<file path="config.mk">
export PLATFORM = sky130hd
export DESIGN_NAME = brot_merge
export DESIGN_NICKNAME = d
export VERILOG_FILES = /design/src/design/brot_pkg.sv /design/src/design/brot_merge.sv
export SDC_FILE = /design/constraint.sdc
export NUM_CORES = 1
export LEC_CHECK = 0
export ABC_AREA = 1
export BUFFER_PORTS_ARGS = -buffer_cell sky130_fd_sc_hd__buf_2
export CAP_MARGIN = 0
export CORE_AREA = 5 5 211 213
export DETAILED_ROUTE_END_ITERATION = 10
export DIE_AREA = 0 0 216 218
export HOLD_SLACK_MARGIN = 0.03
export PLACE_DENSITY = 0.41
export SETUP_SLACK_MARGIN = 0.02
export SYNTH_ARGS = -nofsm -noshare
export SYNTH_HDL_FRONTEND = slang
export SYNTH_SLANG_ARGS = --single-unit
</file>
<file path="constraint.sdc">
create_clock -name clk -period 0.8 [get_ports clk]
set_input_delay 0.08 -clock clk [delete_from_list [all_inputs] [get_ports clk]]
set_output_delay 0.08 -clock clk [all_outputs]
set_load 0.05 [all_outputs]
</file>
<file path="src/design/brot_pkg.sv">
`timescale 1ns / 1ps
// ----------------------------------------------------------------------------
// brot_pkg: shared types and constants for the 8x8 block rotation core
// Block size, coefficient format, item kind codes and the stage advance struct.
// ----------------------------------------------------------------------------
package brot_pkg;

	localparam int BLOCK          = 8;
	localparam int ROW_W          = $clog2(BLOCK);
	localparam int COEF_W         = 16;
	localparam int DATA_WIDTH_DEF = 16;
	localparam int COEF_FRAC_DEF  = 14;

	typedef enum logic {
		KIND_LOAD = 1'b0,
		KIND_DATA = 1'b1
	} kind_t;

	// per-stage advance enables, driven by the top level pipeline control
	typedef struct packed {
		logic en_s1;
		logic en_s2;
		logic en_s3;
	} brot_adv_t;

	// accumulator width: full dot product plus rounding headroom,
	// and never narrower than the rounding shift needs
	function automatic int acc_width(input int dw, input int fb);
		int w;
		w = dw + COEF_W + 4;
		if (w < fb + 2) begin
			w = fb + 2;
		end
		return w;
	endfunction

endpackage

</file>
<file path="src/design/brot_merge.sv">
`timescale 1ns / 1ps
// ----------------------------------------------------------------------------
// brot_merge: lane merge and output register
// Shift, clip each lane to the data width, OR the clip flags, hold the result.
// ----------------------------------------------------------------------------
module brot_merge import brot_pkg::*; #(
	parameter int DATA_WIDTH     = DATA_WIDTH_DEF,
	parameter int COEF_FRAC_BITS = COEF_FRAC_DEF
) (
	input  logic                                                    clk,
	input  logic                                                    arst_n,
	input  logic                                                    load,
	input  logic                                                    item_valid,
	input  logic                                                    full,
	input  logic signed [acc_width(DATA_WIDTH, COEF_FRAC_BITS)-1:0] acc [BLOCK],
	input  logic signed [DATA_WIDTH-1:0]                            x   [BLOCK],
	output logic                                                    out_valid,
	output logic signed [DATA_WIDTH-1:0]                            rot [BLOCK],
	output logic                                                    saturated
);

	localparam int AW = acc_width(DATA_WIDTH, COEF_FRAC_BITS);
	localparam int HW = AW - DATA_WIDTH + 1;
	localparam logic signed [DATA_WIDTH-1:0] MAXV = {1'b0, {(DATA_WIDTH-1){1'b1}}};
	localparam logic signed [DATA_WIDTH-1:0] MINV = {1'b1, {(DATA_WIDTH-1){1'b0}}};

	logic signed [AW-1:0]         sh    [BLOCK];
	logic [HW-1:0]                top_b [BLOCK];
	logic [BLOCK-1:0]             ovf;
	logic signed [DATA_WIDTH-1:0] val   [BLOCK];
	logic                         out_valid_q;
	logic signed [DATA_WIDTH-1:0] rot_q [BLOCK];
	logic                         sat_q;

	always_comb begin
		for (int r = 0; r < BLOCK; r++) begin
			sh[r]    = acc[r] >>> COEF_FRAC_BITS;
			top_b[r] = sh[r][AW-1:DATA_WIDTH-1];
			ovf[r]   = !((&top_b[r]) || (~|top_b[r]));
			if (!full) begin
				val[r] = x[r];
			end else if (ovf[r]) begin
				val[r] = sh[r][AW-1] ? MINV : MAXV;
			end else begin
				val[r] = sh[r][DATA_WIDTH-1:0];
			end
		end
	end

	always_ff @(posedge clk or negedge arst_n) begin
		if (!arst_n) begin
			out_valid_q <= 1'b0;
		end else if (load) begin
			out_valid_q <= item_valid;
		end
	end

	always_ff @(posedge clk) begin
		if (load) begin
			rot_q <= val;
			sat_q <= full & (|ovf);
		end
	end

	assign out_valid = out_valid_q;
	assign rot       = rot_q;
	assign saturated = sat_q;

endmodule

</file>
Word-level counts from Yosys, hierarchy flattened
Cells that the tools add are included.
- muxes and demuxes: 24
- reductions and logical operators: 41
- bitwise operators: 1
- operator list (kind ; count):
    16-bit two-way mux ; 24
    7-bit AND reduction ; 8
    7-bit OR reduction ; 8
    1-bit logical NOT ; 16
    1-bit logical OR ; 8
    8-bit OR reduction ; 1
    1-bit bitwise AND ; 1
- flip-flop bits (word level): 130
- output and inout bits: 130
- input port bits: 421
- logic and storage cells: 76

Logic depth before layout (Yosys ltp)
Gate-level depths: netlist of the first run.
- depth after elaboration: 6
- mapped depth: 10
- gate-level depth less buffers: 8

Worst setup path after synthesis of the first run
No wires, ideal clock.
- path type: input-to-reg
- start: input port acc[178] (netlist name)
- end: register rot_q (netlist bit rot[69]) (data pin)
- setup slack: -391 ps
- path buffers: 2
- required time: 548 ps
- data arrival time: 939 ps
- library setup time: 252 ps
- stages: 9
- cell sequence: nor2_1 > nand2_2 > o21ai_4 > or2_1 > buf_4 > buf_6 > nand2_1 > nand2_1 > nand2_1
- RTL lines (item ; line ; source):
    start: declaration ; brot_merge.sv:15 ; input logic signed [acc_width(DATA_WIDTH, COEF_FRAC_BITS)-1:0] acc [BLOCK],
    end signal: assignment ; brot_merge.sv:60 ; rot_q <= val;
    end: declaration ; brot_merge.sv:32 ; logic signed [DATA_WIDTH-1:0] rot_q [BLOCK];

Worst setup path after layout of the first run
- start: register rot_q (netlist bit rot[126])
- end: output port rot[126] (netlist name)
- RTL lines (item ; line ; source):
    end: declaration ; brot_merge.sv:18 ; output logic signed [DATA_WIDTH-1:0] rot [BLOCK],
No word-level cell between the ends.

==> results of run 1 <==
-- final timing paths --
| check | from | end | cells after the start |
|---|---|---|---|
| min in group asynchronous | arst_n | out_valid | 3 |
| min | load | rot[97] | 2 |
| max reg2reg | out_valid | out_valid | 1 |
| max | rot[126] | rot[126] | 1 |
| min reg2reg | out_valid | out_valid | 1 |
| max in group asynchronous | arst_n | out_valid | 3 |
-- cell type report --
class | count | area share (%)
Multi-Input combinational cell | 525 | 20.42
Tap cell | 546 | 4.357
Sequential cell | 130 | 24.87
Clock buffer | 17 | 2.713
Timing Repair Buffer | 796 | 45.62
Inverter | 12 | 0.3431
Clock inverter | 15 | 1.668
-- flip-flops by register name (all words and copies together), names as in the netlist --
name	flops
saturated	1
out_valid	1
rot	128
-- power by group --
part | switching (uW) | leakage (uW) | internal, uW
clock network | 3180 | 0.000322 | 6130
logic | 4270 | 0.00492 | 3570
registers | 319 | 0.00128 | 8270
total | 7770 | 0.00651 | 18000
-- stage by stage --
stage	TNS (ps)	worst slack [ps]	hold WS (ps)	total power (uW)	cells
finish	-38880	-350.9	47.21	25740	2041
global route	-48100	-420.8	17.75	26770	2041
CTS	-44070	-412.8	10.24	25750	2033
detailed placement	-63320	-644.3	-143.5	14120	1735
global placement	-62800	-604.2	-144.3	14110	1735
floorplan	-34700	-364.6	-215.6	11780	701
-- cells by family after synthesis --
family,Yosys count,synth area share (%)
simple gates,402,24.56
buf+inv,46,3.685
flops,130,61.07
mux,1,0.1764
compound gates,122,10.51
-- per-layer routing --
| layer | wire [um] | vias up | global-route usage (%) | part of all wire (%) |
|---|---|---|---|---|
| li1 | - | 3902 | - | - |
| met1 | 12860 | 3689 | 14.27 | 37 |
| met2 | 17500 | 364 | 23.90 | 51 |
| met3 | 2603 | 83 | 4.942 | 7.5 |
| met4 | 1528 | 0 | 6.657 | 4.4 |
| met5 | 0 | - | 0 | 0 |
-- cells in the final DEF (no fill, tap or decap), types with 7 or more instances in the layout --
cell type	count
buf_6	157
clkbuf_16	25
dlygate4sd3_1	252
edfxtp_1	129
buf_8	14
nor2_4	37
o21ai_4	8
buf_12	27
nor2_2	10
nand2_1	166
buf_2	266
o21ai_1	8
nand2_4	13
a21oi_2	98
nand2_2	60
buf_4	70
bufinv_16	7
nor2_1	114
-- repair_timing --
item                                   CTS  global route
gates cloned                             6             5
resized for setup                      331           181
endpoints found under the hold margin  136             7
setup endpoints to repair              190           252
hold buffers                           251             2
setup buffers                           11             6
pin swaps                               41            97
==> metrics.cfg, run 1 <==
[yosys]
synth_top_area_share_pct = 60.68
synthArstFlopShare_pct = 0.7692
synthMostInstantiatedCell = nand2_1
synthCells = 701
synth-seq-area-share_pct = 61.07
synth.area.top_cells = edfxtp_1, nand2_1, nor2_1
synth-main-ff-cell = edfxtp_1
synth_common_cells = nand2_1, nor2_1, edfxtp_1
synth_edf_count = 129
synth_seq_cells = 130
synth_cell_types = 21
yosysWarnings = 0
synth_nets = 1122
syn_avg_cell_area_um2 = 9.106
yosys.area.top_type = edfxtp_1
netlist_area_um2 = 6384

[die]
ios = 551
rows = 76
start_util_pct = 15.02
die_h_um = 218
coreArea_um2 = 42510
dieWidth_um = 216
dieArea_um2 = 47090

[drt]
drc = 0
wl_per_cell_um = 16.90
drtAntennaViolNets = 0
num_vias = 8038
first_pass_iters = 7
drt_iter0_drc = 318
drt-total-wl_um = 34500
vias_per_cell = 3.938

[placed_design]
dpl.hpwl_um = 23250
place_area_um2 = 10460
port_buffers = 438
gp_congestion = 0.8048

[sta]
hold_violations = 0
maxSlewViolCount = 0
finalSetupViolCount = 206
max_clock_freq_mhz = 868.9
maxSlewHeadroom_pct = 74.59
tightest_slew_ps = 381.1
finalWorstSetupSlack_ps = -350.9
finalCritPeriodShare_pct = 143.9
finClkSkew_ps = 0
period_minus_slack_ps = 1151
rsz0062_at_grt = true

[critical_path]
critPathKind = reg2out
critPathMaxFanout = 1
max_stage_delay_ps = 440
crit_family = flip-flops
cp.required_ps = 720
cp_cell_sequence = buf_6
critPathArrivalTime_ps = 1070
worstSetupEndpointType = primary output
rrSetupSlack_ps = 30
worstPathBufferInverterCount = 1
start_kind = register
cpMaxStageDelayCell = edfxtp_1

[clock_tree]
cts.path.max_buffers = 2
clkLatencyLatePin_ps = 440
clkSinkCount = 130
numCtsBuffers = 17
clk_pin_slew_ps = 60
cts_root_buf = clkbuf_16
h-tree-depth = 4
cts_tree = yes

[finish]
syn2layout_area_growth_pct = 145.6
diodes = 0
n_fill_cell = 4157
fin_util_pct = 36.89
finalNetCount = 1903
drive_gt1_share_pct = 54.58
multi_input_area_um2 = 3202
regArea_um2 = 3900
fin_area_um2 = 15680

[pwr]
powerDensity_nw_per_um2 = 1642
leakagePower_uw = 0.006514
ir_drop_mv = 1.338

[global_routing]
grt_pass1_wl_um = 48610
grt-ovfl-total = 0
grt_start_max_net_pins = 65
antenna_found_initial = 0
grt_pass1_vias = 8727
grt_util_all_layers_pct = 13.53

[status]
violations = negative setup slack
outcome = finished with violations

[run]
maxCapViolations = 0

[min_path]
hold_path_class = in2reg

No activity file was read; power rests on OpenSTA's default activity.
==> run 2, diff against run 1 <==
--- a/config.mk
+++ b/config.mk
@@ -5,12 +5,11 @@
 export SDC_FILE = /design/constraint.sdc
 export NUM_CORES = 1
 export LEC_CHECK = 0
-export ABC_AREA = 1
 export BUFFER_PORTS_ARGS = -buffer_cell sky130_fd_sc_hd__buf_2
 export CAP_MARGIN = 0
-export CORE_AREA = 5 5 211 213
+export CORE_AREA = 5 5 213 215
 export DETAILED_ROUTE_END_ITERATION = 10
-export DIE_AREA = 0 0 216 218
+export DIE_AREA = 0 0 218 220
 export HOLD_SLACK_MARGIN = 0.03
 export PLACE_DENSITY = 0.41
 export SETUP_SLACK_MARGIN = 0.02
==> run 2 against run 1 <==
  * The flow finishes with violations (negative hold slack, negative setup slack)
  * Synthesized area is 2.0% higher
  * Count of clock-buffer cells in the layout up 2
  * Total power fell by 3.9%
  * Global-route usage fell by 0.19 points
  * Core utilization is 2.1 points lower
  * Synthesized cell count shrank 13%
  * Clock power shrank 8.1%
  * Non-clock buffer count down 17
  * Final area decreased by 3.5%
  * Critical path depth up 5
  * First-iteration DRC count is 56% higher
  * Hold slack lost 48 ps
  * Largest cell class unchanged
==> metrics.cfg, run 2 <==
[status]
outcome = finished with violations  ; unchanged
violations = negative hold slack, negative setup slack  ; was negative setup slack

[finish]
syn2layout_area_growth_pct = 132.4  ; was 145.6%
drive_gt1_share_pct = 50.66  ; was 54.58%
multi_input_area_um2 = 3317  ; was 3202 um^2
layout_commonest_cell = buf_2  ; unchanged
layout_common_cells = buf_2, dlygate4sd3_1, buf_6  ; was buf_2, dlygate4sd3_1, nand2_1
regArea_um2 = 3900  ; unchanged
finalNetCount = 1773  ; was 1903
n_fill_cell = 4346  ; was 4157
fin_util_pct = 34.74  ; was 36.89%
largest_reg_flops = 128  ; unchanged
fin_area_um2 = 15130  ; was 15680 um^2

[yosys]
synth_top_area_share_pct = 59.52  ; was 60.68%
synth_nets = 1030  ; was 1122
synthArstFlopShare_pct = 0.7692  ; unchanged
synth_common_cells = edfxtp_1, nor2_1, a31oi_1  ; was nand2_1, nor2_1, edfxtp_1
synth-main-ff-cell = edfxtp_1  ; unchanged
netlist_area_um2 = 6509  ; was 6384 um^2
synth-seq-area-share_pct = 59.90  ; was 61.07%
synth-xor-area-share_pct = 0  ; unchanged
synth.area.top_cells = edfxtp_1, a31oi_1, o21ai_0  ; was edfxtp_1, nand2_1, nor2_1
synth_cell_types = 26  ; was 21
synth_seq_cells = 130  ; unchanged
synth_compound_area_share_pct = 20.17  ; was 10.51%
yosys.area.top_type = edfxtp_1  ; unchanged
synth-adder-area-share_pct = 0  ; unchanged
synthMostInstantiatedCell = edfxtp_1  ; was nand2_1
syn_avg_cell_area_um2 = 10.69  ; was 9.106 um^2
yosysWarnings = 0  ; unchanged
synth_top_family_by_area = compound AO/OA/AOI/OAI gates  ; was simple AND/OR/NAND/NOR gates
synth_edf_count = 129  ; unchanged
synthCells = 609  ; was 701
synth.area.mux_share_pct = 1.557  ; was 0.1764%
synthSimpleGateAreaFrac_pct = 14.03  ; was 24.56%

[min_path]
hold_path_class = in2reg  ; unchanged

[clock_tree]
cts.path.max_buffers = 2  ; unchanged
numCtsBuffers = 17  ; unchanged
h-tree-depth = 4  ; unchanged
clk_pin_slew_ps = 60  ; about the same
cts_root_buf = clkbuf_16  ; unchanged
cts_tree = yes  ; unchanged
cts_hold_buf = 227  ; was 251
clkSinkCount = 130  ; unchanged
clkLatencyLatePin_ps = 450  ; was 440 ps

[die]
dieArea_um2 = 47960  ; was 47090 um^2
rows = 77  ; was 76
die_h_um = 220  ; was 218 um
dieWidth_um = 218  ; was 216 um
start_util_pct = 14.95  ; was 15.02%
ios = 551  ; unchanged
coreArea_um2 = 43550  ; was 42510 um^2

[critical_path]
critPathArrivalTime_ps = 1550  ; was 1070 ps
critPathMaxFanout = 2  ; was 1
worstPathBufferInverterCount = 2  ; was 1
crit_family = simple AND/OR/NAND/NOR gates  ; was flip-flops
critPathKind = in2reg  ; was reg2out
cp.required_ps = 990  ; was 720 ps
max_stage_delay_ps = 530  ; was 440 ps
start_kind = primary input  ; was register
cpMaxStageDelayCell = or4_4  ; was edfxtp_1
worstSetupEndpointType = register  ; was primary output
cp_cell_sequence = buf_6 > or4_4 > nor4_4 > buf_4 > o21ai_4 > o41a_1  ; was buf_6
rrSetupSlack_ps = 10  ; was 30 ps

[placed_design]
place_ws_ps = -1225  ; was -644.3 ps
port_buffers = 438  ; unchanged
dpl.hpwl_um = 24510  ; was 23250 um
place_area_um2 = 10090  ; was 10460 um^2
gp_congestion = 0.8107  ; was 0.8048

[global_routing]
grt_start_max_net_pins = 45  ; was 65
grt_pass1_wl_um = 48870  ; was 48610 um
antenna_found_initial = 2  ; was 0
grt_util_all_layers_pct = 13.33  ; was 13.53%
grt-ovfl-total = 0  ; unchanged
grt_pass1_vias = 8647  ; was 8727

[sta]
finClkSkew_ps = 0  ; unchanged
holdWs_ps = -1.181  ; was 47.21 ps
rsz0062_at_grt = true  ; unchanged
finalWorstSetupSlack_ps = -554.5  ; was -350.9 ps
tightest_slew_ps = 385.5  ; was 381.1 ps
period_minus_slack_ps = 1355  ; was 1151 ps
max_clock_freq_mhz = 738.3  ; was 868.9 MHz
maxSlewViolCount = 0  ; unchanged
setup-tns-final_ps = -92580  ; was -38880 ps
finalCritPeriodShare_pct = 169.3  ; was 143.9%
maxSlewHeadroom_pct = 74.03  ; was 74.59%
finalSetupViolCount = 251  ; was 206
hold_violations = 1  ; was 0

[drt]
first_pass_iters = 5  ; was 7
drt_iter0_drc = 497  ; was 318
num_vias = 8120  ; was 8038
topRoutingLayerUsed = met4  ; unchanged
drc = 0  ; unchanged
drt-total-wl_um = 34250  ; was 34500 um
drtAntennaViolNets = 0  ; unchanged
wl_met2_um = 17260  ; was 17500 um
met1Wirelength_um = 13820  ; was 12860 um
wl_per_cell_um = 17.49  ; was 16.90 um
vias_per_cell = 4.147  ; was 3.938
wl_met3_um = 2324  ; was 2603 um

[run]
maxCapViolations = 0  ; unchanged

[pwr]
power.total_uw = 24740  ; was 25740 uW
leakagePower_uw = 0.006030  ; was 0.006514 uW
ir_drop_mv = 0.9709  ; was 1.338 mV
powerDensity_nw_per_um2 = 1635  ; was 1642 nW/um^2

run 2: cell types whose count changed in the layout (fill, tap and decap cells not counted), moves of 31 or more:
cell,before,now
nand2_1,166,15
a21oi_2,98,9
nand2_2,60,0
nor2_4,37,0
a31oi_1,0,51
a31oi_4,0,51
o21ai_0,0,64
o21ai_1,8,39
run 2: final cells by class:
type	instances	share of cell area (%)
Antenna cell	2	0.03308
Clock inverter	12	1.249
Multi-Input combinational cell	424	21.92
Tap cell	592	4.896
Timing Repair Buffer	779	43.26
Clock buffer	19	2.861
Sequential cell	130	25.78
run 2: cell families (layout without fill, tap and decap cells):
family / Yosys count / count (layout)
other: 0 / 2
muxes: 9 / 9
AOI/OAI and AO/OA: 232 / 232
and+or+nand+nor: 182 / 183
buffers and inverters: 56 / 810
DFF: 130 / 130
run 2: worst paths after layout:
kind,endpoint,cells after the start,from
worst min register to register,out_valid,1,out_valid
worst max register to register,out_valid,1,out_valid
worst max-delay path,saturated,6,acc[31]
max in group asynchronous,out_valid,3,arst_n
min in group asynchronous,out_valid,3,arst_n
worst min-delay path,rot[79],2,x[79]
run 2: per-layer routing:
metal / vias to the layer above / track usage, %
met3: 51 / 3.970
li1: 3837 / -
met2: 327 / 23.21
met1: 3905 / 15.50
met4: 0 / 5.045
met5: - / 0
run 2: per-stage QoR:
step           hold slack, ps  cells
3_3_place_gp           -142.2   1676
4_1_cts                -38.13   1954
2_1_floorplan          -215.6    609
3_5_place_dp           -141.0   1676
6_report               -1.181   1958
5_1_grt                -13.04   1956
run 2: power breakdown:
part           internal, uW  total, uW  switching (uW)
Sequential             8260       8590             328
Clock                  5460       8560            3100
Combinational          3420       7590            4170
run 2: what timing repair did:
action,4_1_cts,5_1_grt
gates cloned,5,0
buffers inserted,18,4
setup endpoints to repair,252,256
pin swaps,97,43
gates resized for setup,349,107
hold endpoints to repair,135,1
==> run 3, diff against run 2 <==
--- a/config.mk
+++ b/config.mk
@@ -7,11 +7,11 @@
 export LEC_CHECK = 0
 export BUFFER_PORTS_ARGS = -buffer_cell sky130_fd_sc_hd__buf_2
 export CAP_MARGIN = 0
-export CORE_AREA = 5 5 213 215
+export CORE_AREA = 5 5 212 214
 export DETAILED_ROUTE_END_ITERATION = 10
-export DIE_AREA = 0 0 218 220
+export DIE_AREA = 0 0 217 219
 export HOLD_SLACK_MARGIN = 0.03
-export PLACE_DENSITY = 0.41
+export PLACE_DENSITY = 0.4
 export SETUP_SLACK_MARGIN = 0.02
 export SYNTH_ARGS = -nofsm -noshare
 export SYNTH_HDL_FRONTEND = slang
==> constraint.sdc (replaced) <==
create_clock -name clk -period 1.6 [get_ports clk]
set_input_delay 0.16 -clock clk [delete_from_list [all_inputs] [get_ports clk]]
set_output_delay 0.16 -clock clk [all_outputs]
set_load 0.05 [all_outputs]
==> run 3 against run 2 <==
  * The run now ends clean
  * Clock skew is the same
  * Non-clock buffer count shrank 207
  * Sequential share of layout area grew 9.7 points
  * Register-to-register slack better by 850 ps
  * Critical endpoint unchanged
==> metrics.cfg, run 3 (synthesis gave the netlist of run 2 again) <==
[clock_tree]
cts_root_buf = clkbuf_16  ; unchanged
cts_tree = yes  ; unchanged
clkLatencyLatePin_ps = 440  ; was 450 ps
clkSinkCount = 130  ; unchanged
clk_pin_slew_ps = 60  ; about the same
cts.path.max_buffers = 2  ; unchanged
h-tree-depth = 4  ; unchanged
numCtsBuffers = 17  ; unchanged

[sta]
maxSlewHeadroom_pct = 70.34  ; was 74.03%
maxSlewViolCount = 0  ; unchanged
period_minus_slack_ps = 1462
finClkSkew_ps = 0  ; unchanged
hold_violations = 0  ; was 1
finalCritPeriodShare_pct = 91.37
rsz0062_at_grt = false  ; was true
finalSetupViolCount = 0  ; was 251
finalWorstSetupSlack_ps = 138.1  ; was -554.5 ps
max_clock_freq_mhz = 684.0
tightest_slew_ps = 444.8  ; was 385.5 ps

[min_path]
hold_depth = 3  ; was 2
holdPathEnd = rot[93]  ; was rot[79]
hold_path_class = in2reg  ; unchanged
min-delay-start = x[93]  ; was x[79]

[drt]
first_pass_iters = 5  ; unchanged
drtAntennaViolNets = 0  ; unchanged
num_vias = 7065  ; was 8120
vias_per_cell = 4.146  ; was 4.147
drt-total-wl_um = 29310  ; was 34250 um
wl_per_cell_um = 17.20  ; was 17.49 um
drt_iter0_drc = 329  ; was 497
drc = 0  ; unchanged

[die]
die_h_um = 219  ; was 220 um
rows = 76  ; was 77
dieWidth_um = 217  ; was 218 um
coreArea_um2 = 42700  ; was 43550 um^2
dieArea_um2 = 47520  ; was 47960 um^2
ios = 551  ; unchanged
start_util_pct = 15.24  ; was 14.95%

[global_routing]
grt_pass1_wl_um = 42590  ; was 48870 um
grt_start_max_net_pins = 35  ; was 45
grt-ovfl-total = 0  ; unchanged
grt_util_all_layers_pct = 11.70  ; was 13.33%
grt_pass1_vias = 7214  ; was 8647
antenna_found_initial = 1  ; was 2

[critical_path]
start_kind = primary input  ; unchanged
r2r-start = out_valid  ; unchanged
rr_endpoint = out_valid  ; unchanged
rrSetupSlack_ps = 860  ; was 10 ps
critPathMaxFanout = 10  ; was 2
cpMaxStageDelayCell = or4_4  ; unchanged
worstSetupEndpointType = register  ; unchanged
setup.worst_path.start = acc[176]  ; was acc[31]
critPathKind = in2reg  ; unchanged
critPathArrivalTime_ps = 1640  ; was 1550 ps
reg2reg_depth = 1  ; unchanged
cp_cell_sequence = buf_2 > or4_4 > nor4_4 > buf_4 > o22ai_1 > o41a_1  ; was buf_6 > or4_4 > nor4_4 > buf_4 > o21ai_4 > o41a_1
max_stage_delay_ps = 540  ; was 530 ps
cp.required_ps = 1780  ; was 990 ps

[finish]
layout_commonest_cell = buf_2  ; unchanged
n_fill_cell = 4633  ; was 4346
drive_gt1_share_pct = 49.44  ; was 50.66%
finalNetCount = 1565  ; was 1773
layout_common_cells = buf_2, edfxtp_1, nor2_1  ; was buf_2, dlygate4sd3_1, buf_6
syn2layout_area_growth_pct = 68.69  ; was 132.4%
fin_area_um2 = 10980  ; was 15130 um^2
largest_reg_flops = 128  ; unchanged
fin_util_pct = 25.72  ; was 34.74%

[pwr]
switchingPower_uw = 3493  ; was 7598 uW
switching_share_pct = 32.10  ; was 30.71%
clkPwrFrac_pct = 36.9  ; was 34.6%
power_frac_seq_pct = 38.6  ; was 34.7%
power_frac_comb_pct = 24.5  ; was 30.7%
p_int_uw = 7390  ; was 17140 uW
powerDensity_nw_per_um2 = 991.2  ; was 1635 nW/um^2
leakagePower_uw = 0.004522  ; was 0.006030 uW
ir_drop_mv = 0.6414  ; was 0.9709 mV

[placed_design]
port_buffers = 438  ; unchanged
place_area_um2 = 9834  ; was 10090 um^2
gp_congestion = 0.7911  ; was 0.8107
dpl.hpwl_um = 23580  ; was 24510 um
place_ws_ps = -448.6  ; was -1225 ps

[status]
outcome = complete, no violations  ; was finished with violations

[run]
maxCapViolations = 0  ; unchanged

==> run 3: critical path, delay by kind of cell <==
kind | cells | cell delay, ps
and+or+nand+nor | 2 | 670
buffers and inverters | 2 | 290
AOI/OAI and AO/OA | 2 | 520
==> run 3: cell type report <==
class                           instances  area (um^2)  area share (%)
Timing Repair Buffer                  572         3473           31.64
Sequential cell                       130         3899           35.51
Multi-Input combinational cell        423         2330           21.22
Clock inverter                         15        166.4           1.516
Clock buffer                           17        425.4           3.875
Tap cell                              546        683.2           6.222
Antenna cell                            1        2.502         0.02279
==> run 3: stage by stage <==
| stage | total power, uW | hold WS (ps) | TNS, ps | cells |
|---|---|---|---|---|
| final | 10880 | 70.90 | 0 | 1704 |
| after global routing | 11360 | 39.58 | 0 | 1703 |
| after floorplan | 5796 | -135.6 | -3903 | 609 |
| after detailed placement | 6853 | -64.02 | -27070 | 1616 |
| after global placement | 6857 | -63.72 | -26870 | 1616 |
| after CTS | 11070 | 30.79 | 0 | 1703 |
==> run 3: worst max-delay path by stage <==
stage | slack, ps | to | cells after the start
floorplan | -110 | saturated | 4
global placement | -420 | saturated | 6
detailed placement | -450 | saturated | 6
CTS | 50 | saturated | 6
global route | 70 | saturated | 6
finish | 140 | saturated | 6
==> run 3: layer usage <==
layer	part of all wire, %	vias up	wire [um]	track usage, %
met4	1.8	2	524	3.687
li1	-	3407	-	-
met2	49	305	14460	19.90
met3	7.7	28	2249	3.973
met1	41	3323	12070	14.01
met5	0.044	-	13	0
==> run 3: power groups by stage <==
stage                     Sequential, uW  Clock (uW)  Combinational [uW]
after detailed placement            4270           0                2580
final                               4200        4010                2670
after CTS                           4210        4170                2690
after global routing                4230        4310                2810
after global placement              4270           0                2580
after floorplan                     5390           0                 404
==> run 3: what timing repair did <==
item / CTS / global route
hold endpoints to repair: 48 / 0
setup buffers: 0 / 0
hold buffers: 55 / 0
endpoints found under the setup margin: 0 / 1
resized for setup: 0 / 1
